**src/sv/llp_pkg.sv**
```systemverilog
// llp_pkg: shared types, codes and sizes for the ll(1) predictive parse engine
// no dependencies; used by the config block, the core and the top level
package llp_pkg;

  // default sizes
  localparam int unsigned NONTERMINALS_DEF = 32;
  localparam int unsigned TERMINALS_DEF    = 32;
  localparam int unsigned PRODUCTIONS_DEF  = 64;
  localparam int unsigned MAX_RHS_DEF      = 8;
  localparam int unsigned STACK_DEPTH_DEF  = 64;
  localparam int unsigned MAX_EXPAND_DEF   = 31;

  // memory geometry follows the field widths
  localparam int unsigned TBL_AW = 10;
  localparam int unsigned RHS_AW = 9;
  localparam int unsigned LEN_AW = 6;
  localparam int unsigned STK_AW = 6;

  // input kinds
  localparam logic [2:0] KIND_CELL  = 3'd0;
  localparam logic [2:0] KIND_SYM   = 3'd1;
  localparam logic [2:0] KIND_LEN   = 3'd2;
  localparam logic [2:0] KIND_START = 3'd3;
  localparam logic [2:0] KIND_TOKEN = 3'd4;

  // result actions
  localparam logic [2:0] ACT_ACK    = 3'd0;
  localparam logic [2:0] ACT_EXPAND = 3'd1;
  localparam logic [2:0] ACT_MATCH  = 3'd2;
  localparam logic [2:0] ACT_ACCEPT = 3'd3;
  localparam logic [2:0] ACT_ERROR  = 3'd4;

  // error codes
  localparam logic [2:0] ERR_NONE     = 3'd0;
  localparam logic [2:0] ERR_EMPTY    = 3'd1;
  localparam logic [2:0] ERR_AMBIG    = 3'd2;
  localparam logic [2:0] ERR_BADTOK   = 3'd3;
  localparam logic [2:0] ERR_MISMATCH = 3'd4;
  localparam logic [2:0] ERR_OVERFLOW = 3'd5;
  localparam logic [2:0] ERR_LIMIT    = 3'd6;

  // cell states
  localparam logic [1:0] CELL_EMPTY  = 2'd0;
  localparam logic [1:0] CELL_SINGLE = 2'd1;

  // register indexes
  localparam logic REG_START = 1'b0;
  localparam logic REG_TCNT  = 1'b1;

  typedef struct packed {
    logic [5:0] start_sym;
    logic [4:0] terminal_count;
  } cfg_t;

  typedef enum logic [2:0] {
    ST_CLEAR,
    ST_IDLE,
    ST_SEED,
    ST_READ,
    ST_TOP,
    ST_CELL,
    ST_LEN,
    ST_PUSH
  } state_e;

endpackage

```
**src/sv/llp_cfg.sv**
```systemverilog
// llp_cfg: apb-style register port holding start symbol and terminal count
// depends on llp_pkg
module llp_cfg (
  input  logic              clk_i,
  input  logic              rst_ni,
  input  logic              psel,
  input  logic              penable,
  input  logic              pwrite,
  input  logic [2:0]        paddr,
  input  logic [31:0]       pwdata,
  output logic [31:0]       prdata,
  output logic              pready,
  output llp_pkg::cfg_t     cfg_o
);
  import llp_pkg::*;

  logic [5:0] start_q, start_d;
  logic [4:0] tcnt_q, tcnt_d;
  logic       wr_en;

  assign pready = 1'b1;
  assign wr_en  = psel && penable && pwrite;

  always_comb begin
    start_d = start_q;
    tcnt_d  = tcnt_q;
    if (wr_en) begin
      unique case (paddr[2])
        REG_START: start_d = pwdata[5:0];
        REG_TCNT:  tcnt_d  = pwdata[4:0];
        default:   start_d = start_q;
      endcase
    end
  end

  always_ff @(posedge clk_i or negedge rst_ni) begin
    if (!rst_ni) begin
      start_q <= 6'd32;
      tcnt_q  <= 5'd31;
    end else begin
      start_q <= start_d;
      tcnt_q  <= tcnt_d;
    end
  end

  assign prdata = (paddr[2] == REG_TCNT) ? {27'd0, tcnt_q} : {26'd0, start_q};
  assign cfg_o  = '{start_sym: start_q, terminal_count: tcnt_q};

endmodule

```
**config.mk**
```make
export PLATFORM = sky130hd
export DESIGN_NAME = llp_cfg
export DESIGN_NICKNAME = d
export VERILOG_FILES = /design/src/sv/llp_pkg.sv /design/src/sv/llp_cfg.sv
export SDC_FILE = /design/constraint.sdc
export NUM_CORES = 1
export LEC_CHECK = 0
export ABC_AREA = 1
export BUFFER_PORTS_ARGS = -buffer_cell sky130_fd_sc_hd__buf_2
export CAP_MARGIN = 30
export CORE_ASPECT_RATIO = 0.8
export CORE_MARGIN = 2
export CORE_UTILIZATION = 33
export DETAILED_ROUTE_END_ITERATION = 12
export PLACE_DENSITY = 0.87
export SYNTH_ARGS = -nofsm -noshare
export SYNTH_HDL_FRONTEND = slang
export SYNTH_SLANG_ARGS = --single-unit
```
**constraint.sdc**
```tcl
create_clock -name clk_i -period 0.9 [get_ports clk_i]
set_input_delay 0.09 -clock clk_i [delete_from_list [all_inputs] [get_ports clk_i]]
set_output_delay 0.09 -clock clk_i [all_outputs]
set_load 0.005 [all_outputs]
```
# Yosys cells after proc, flatten, opt, wreduce, memory -nomap -nowiden
# Cells that the tools add are included.
[op_classes]
mux = 1
n_reduce_logical = 4
n_bitwise = 1
[ops]
columns = ["cell", "n"]
rows = [
  ["2-to-1 mux 6 bit", 1],
  ["AND reduction 2 bit", 2],
  ["logical AND 1 bit", 2],
  ["inverter 1 bit", 1],
]
[word_totals]
wordCells = 8
input_bits = 40
out_inout_bits = 44
register_bits = 11

# Depth between registers and ports, before layout
# Gate-level depths: netlist (run 1).
[logic_depth]
ltp_word = 3
ltp_mapped = 5
depth_no_buf = 4

# Worst setup path after synthesis (run 1)
# Ideal clock, no wire load.
[synth_path]
path_type = "register to output"
from = "register start_q[5]"
to = "output port prdata[5]"
required_ns = 0.810
setup_slack_ns = 0.153
arrival_ns = 0.657
n_path_buf = 0
stages_incl_launch_ff = 3
cell_sequence = "dfstp_2 -> inv_1 -> nor2_1"
[synth_between]
elab_chain_len = 1
[synth_lines]
columns = ["item", "line_no", "source"]
rows = [
  ["start, declared", "llp_cfg.sv:17", "logic [5:0] start_q, start_d;"],
  ["start signal, assigned", "llp_cfg.sv:41", "start_q <= start_d;"],
  ["2-to-1 mux 6 bit", "llp_cfg.sv:46", "assign prdata = (paddr[2] == REG_TCNT) ? {27'd0, tcnt_q} : {26'd0, start_q};"],
  ["end, declared", "llp_cfg.sv:11", "output logic [31:0] prdata,"],
]
# Every way passes these cells.

# Worst setup path in the final report (run 1)
[layout_path]
from = "register tcnt_q[1]"
to = "output port prdata[1]"
[layout_between]
elab_chain_len = 1
[layout_lines]
columns = ["item", "line_no", "source"]
rows = [
  ["start, declared", "llp_cfg.sv:18", "logic [4:0] tcnt_q, tcnt_d;"],
  ["start signal, assigned", "llp_cfg.sv:42", "tcnt_q <= tcnt_d;"],
  ["2-to-1 mux 6 bit", "llp_cfg.sv:46", ""],
]
# Every way passes these cells.

==> results.cfg, run 1 <==
[final_layout]
stdcell_count = 161
post-route-cell-area_um2 = 917.1
register_area_um2 = 282.8
n_antenna_cell = 0
final_common_cell = nand2_1
post-route-util_pct = 42.49
multi_input_area_um2 = 321.6
drive_above_1_share_pct = 36.03
fin_nets = 177
n_fill_cell = 235
mostFrequentLayoutCells = nand2_1, conb_1, buf_2, nand3_1, buf_4
area_growth_pct = 20.96

[detailed_routing]
via_count = 669
drtPass1Iterations = 4
drt-initial-drc-count = 12
wl_per_cell_um = 9.658
drc = 0
drtAntennaViolNets = 0
via_per_inst = 4.155
wl_um = 1555

[die]
dieHeight_um = 46.88
initial_core_util_pct = 35.13
core-area_um2 = 2158
die_area_um2 = 2700
ios = 84
die_w_um = 57.59
rows = 15

[timing]
max_freq_mhz = 883.9
rsz0062_at_grt = yes
setup_viol = 12
totalNegativeSetupSlack_ns = -2.146
holdWs_ns = 0.03472
fin_worst_skew_ns = 0
slew_violations = 0
post-route-period-util_pct = 125.7
min_period_ns = 1.131
hold_viol = 0
fin_ws_ns = -0.2313

[clocking]
clk_path_buf_depth = 2
cts_made_buffers = 3
clk_pin_slew_ns = 0.07
cts_max_level = 1
cts_tree = done
clk_latency_ns = 0.27
clockRootBuffer = clkbuf_4
cts_num_sinks = 11

[run_status]
failed_checks = setup timing
status = finished with violations

[yosys]
synth.avg_cell_area_um2 = 7.659
yosys_warnings = 0
syn_inst = 99
synth_cell_types = 12
synth-seq-cells = 11
ys_seq_area_share_pct = 37.29
synthesis.area_um2 = 758.2

[worst_setup_path]
crit_path_end_kind = primary output
start_kind = flip-flop
worstSetupPathType = reg2out
arrival_ns = 1.04
crit_required_ns = 0.81
path_max_fanout = 3

[placed_design]
dp_cells = 150
place_area_um2 = 809.5
gp_congestion = 0.7358
io_buffers = 28
dp_slack_ns = 0.05861
hpwlAfterDp_um = 1166

[global_routing]
grt_pass1_wl_um = 2318
antenna_found_initial = 0
grt_pass1_vias = 506
grt_max_degree = 12
grt_usage_pct = 12.04
overflow = 0

[power]
power_leakage_nw = 0.5595
irDropWorstVdd_mv = 0.8877
p_per_area_nw_per_um2 = 1687
finalPower_mw = 1.547

[flow_run]
maxCapViolations = 0

[worst_hold_path]
min_path_type = in2reg
sequential cells by signal, summed over array words and instances (netlist names):
signal and flops:
tcnt_q 5, start_q 6
power by group:
group / switching (mW) / internal [mW]
combinational: 0.239 / 0.275
clock: 0.170 / 0.172
sequential: 0.0663 / 0.625
routing by layer:
layer	global-route usage, %	part of all wire (%)
met3	6.336	11
met1	14.29	40
met5	0	0
met2	18.41	48
met4	5.581	1.2
synth_stat cells:
cell / n / area [um^2]
buf_4: 27 / 202.7
buf_6: 3 / 33.78
conb_1: 2 / 7.510
dfrtp_1: 5 / 125.1
dfstp_2: 6 / 157.7
inv_1: 2 / 7.510
inv_2: 1 / 3.750
nand2_1: 38 / 142.6
nand3_1: 11 / 55.05
nand4_1: 2 / 12.51
nor2_1: 1 / 3.750
nor2_2: 1 / 6.260
final cells by class:
cell class	instances	share of cell area (%)
clock buffers	4	2.865
inverters	3	1.228
multi-input cells	80	35.06
flip-flops and latches	11	30.83
well taps	25	3.411
repair buffers	38	26.60
worst paths after layout:
check | start | to | slack [ns] | depth (start not counted)
setup / recovery | tcnt_q[1] | prdata[1] | -0.23 | 3
hold / removal | pwdata[5] | start_q[5] | 0.03 | 3
setup reg to reg | tcnt_q[2] | tcnt_q[2] | 0.09 | 3
hold reg to reg | tcnt_q[4] | tcnt_q[4] | 0.47 | 2
max in group asynchronous | rst_ni | tcnt_q[3] | 0.42 | 2
min in group asynchronous | rst_ni | start_q[2] | 0.21 | 2
critical path: stages, from the launching register on:
cell,delay [ns]
dfstp_2,0.55
nand2_1,0.05
nand2_1,0.06
buf_2,0.10
kinds of logic (layout without fill, tap and decap cells):
| logic type | after synthesis | after routing | share of synthesized area [%] |
|---|---|---|---|
| buffers and inverters | 33 | 45 | 32.67 |
| flip-flops | 11 | 11 | 37.29 |
| other | 2 | 27 | 0.9905 |
| AND/OR/NAND/NOR | 53 | 53 | 29.04 |
what timing repair did:
item,4_1_cts,5_1_grt
setup endpoints to repair,12,17
setup buffers,1,5
gates resized for setup,0,6
hold endpoints to repair,11,0
pin swaps,6,3
hold buffers,1,0
(Power assumes the default switching activity.)
==> run 2, diff against run 1 <==
==> constraint.sdc (replaced) <==
create_clock -name clk_i -period 0.9 [get_ports clk_i]
set_input_delay 0.045 -clock clk_i [delete_from_list [all_inputs] [get_ports clk_i]]
set_output_delay 0.045 -clock clk_i [all_outputs]
set_load 0.005 [all_outputs]
==> run 2 against run 1 <==
  * The flow still finishes with violations (setup timing)
  * Worst setup slack improved by 0.048 ns
  * Die area stayed put
  * Register-to-register slack barely moved
  * Power fell by 3.3%
  * Combinational power shrank 9.9%
  * Global-route usage grew 0.54 points
  * Hold slack got worse by 0.025 ns
  * Critical endpoint unchanged
==> results.cfg, run 2 (synthesis gave the netlist of run 1 again) <==
[run_status]
status = finished with violations
failed_checks = setup timing

[final_layout]
n_antenna_cell = 0
mostFrequentLayoutCells = nand2_1, conb_1, buf_2, nand3_1
area_growth_pct = 22.44
largest_reg_flops = 6
drive_above_1_share_pct = 33.33
top_regs = start_q x6, tcnt_q x5
final_common_cell = nand2_1
stdcell_count = 163
top_register = start_q
fin_nets = 179

[clocking]
clk_pin_slew_ns = 0.07
clk_path_buf_depth = 2
cts_made_buffers = 3
clk_latency_ns = 0.27
cts_max_level = 1
cts_tree = done
cts_num_sinks = 11
clockRootBuffer = clkbuf_4

[global_routing]
grt_pass1_wl_um = 2449
antenna_found_initial = 0
grt_usage_pct = 12.58
grt_pass1_vias = 537
grt_max_degree = 12
overflow = 0

[die]
dieHeight_um = 46.88
die_w_um = 57.59
die_area_um2 = 2700
ios = 84
core-area_um2 = 2158
rows = 15
initial_core_util_pct = 35.13

[power]
irDropWorstVdd_mv = 0.8499
power.internal_mw = 1.032
power_frac_seq_pct = 46.6
combPwrFrac_pct = 30.9
finalPower_mw = 1.496
p_switching_mw = 0.4640
power_leakage_nw = 0.5611
p_sw_share_pct = 31.01
clock_power_share_pct = 22.4
p_per_area_nw_per_um2 = 1612

[detailed_routing]
wl_um = 1624
drtPass1Iterations = 4
wl_per_cell_um = 9.963
via_per_inst = 4.037
drt-initial-drc-count = 8
drtAntennaViolNets = 0
drc = 0
via_count = 658

[placed_design]
io_buffers = 28
gp_congestion = 0.7017
dp_slack_ns = 0.1034
dp_cells = 150
hpwlAfterDp_um = 1195

[timing]
max_freq_mhz = 923.0
slew_violations = 0
fin_worst_skew_ns = 0
fin_ws_ns = -0.1834
min_period_ns = 1.083
setup_viol = 12
rsz0062_at_grt = yes
holdWs_ns = 0.009921
post-route-period-util_pct = 120.4
hold_viol = 0

[worst_setup_path]
arrival_ns = 1.04
path_max_fanout = 3
start_kind = flip-flop
worstSetupPathType = reg2out
crit_path_end_kind = primary output
crit_required_ns = 0.85

[worst_hold_path]
min_path_type = in2reg

[flow_run]
maxCapViolations = 0
## run 2: critical path, cell delays in order (launching register included)
cell	delay, ns
dfstp_2	0.56
nand2_1	0.06
nand2_1	0.05
buf_2	0.10
## run 2: what timing repair did
action | CTS | global route
cloned | 0 | 0
gates resized for setup | 0 | 3
pin swaps | 6 | 1
setup buffers | 1 | 2
hold buffers | 6 | 0
endpoints found under the hold margin | 16 | 0
setup endpoints to repair | 12 | 12
## run 2: layout make-up
| type | instances | area [um^2] |
|---|---|---|
| multi-input cells | 80 | 321.6 |
| flip-flops and latches | 11 | 282.8 |
| well taps | 25 | 31.28 |
| inverters | 3 | 11.26 |
| clock buffers | 4 | 26.28 |
| fillers | 250 | 1230 |
| repair buffers | 40 | 255.2 |
## run 2: worst paths after layout
kind | cells after the start | from | end | slack (ns)
min reg2reg | 2 | tcnt_q[3] | tcnt_q[3] | 0.47
min | 3 | pwdata[4] | tcnt_q[4] | 0.01
max in group asynchronous | 2 | rst_ni | tcnt_q[3] | 0.45
max reg2reg | 3 | tcnt_q[4] | tcnt_q[4] | 0.10
min in group asynchronous | 2 | rst_ni | start_q[2] | 0.18
max | 3 | tcnt_q[1] | prdata[1] | -0.18
## run 2: metrics by stage
step	utilization (%)	TNS (ns)	instance area, um^2
6_report	43.01	-1.511	928.4
5_1_grt	43.01	-2.095	928.4
4_1_cts	41.86	-1.489	903.4
3_5_place_dp	37.51	0	809.5
3_3_place_gp	37.51	0	809.5
2_1_floorplan	-	0	852.1
## run 2: power by group through the flow
stage	combinational [mW]	sequential [mW]	clock (mW)
after detailed placement	0.389	0.705	0
final	0.463	0.698	0.335
after global routing	0.524	0.711	0.383
after CTS	0.423	0.696	0.347
after global placement	0.377	0.700	0
after floorplan	0.264	0.706	0
## run 2: layer usage
metal / vias up / track usage [%] / part of all wire (%)
met5: - / 0 / 0
li1: 331 / - / -
met2: 38 / 21.82 / 49
met1: 289 / 14.45 / 42
met3: 0 / 6.061 / 9.1
met4: 0 / 2.791 / 0
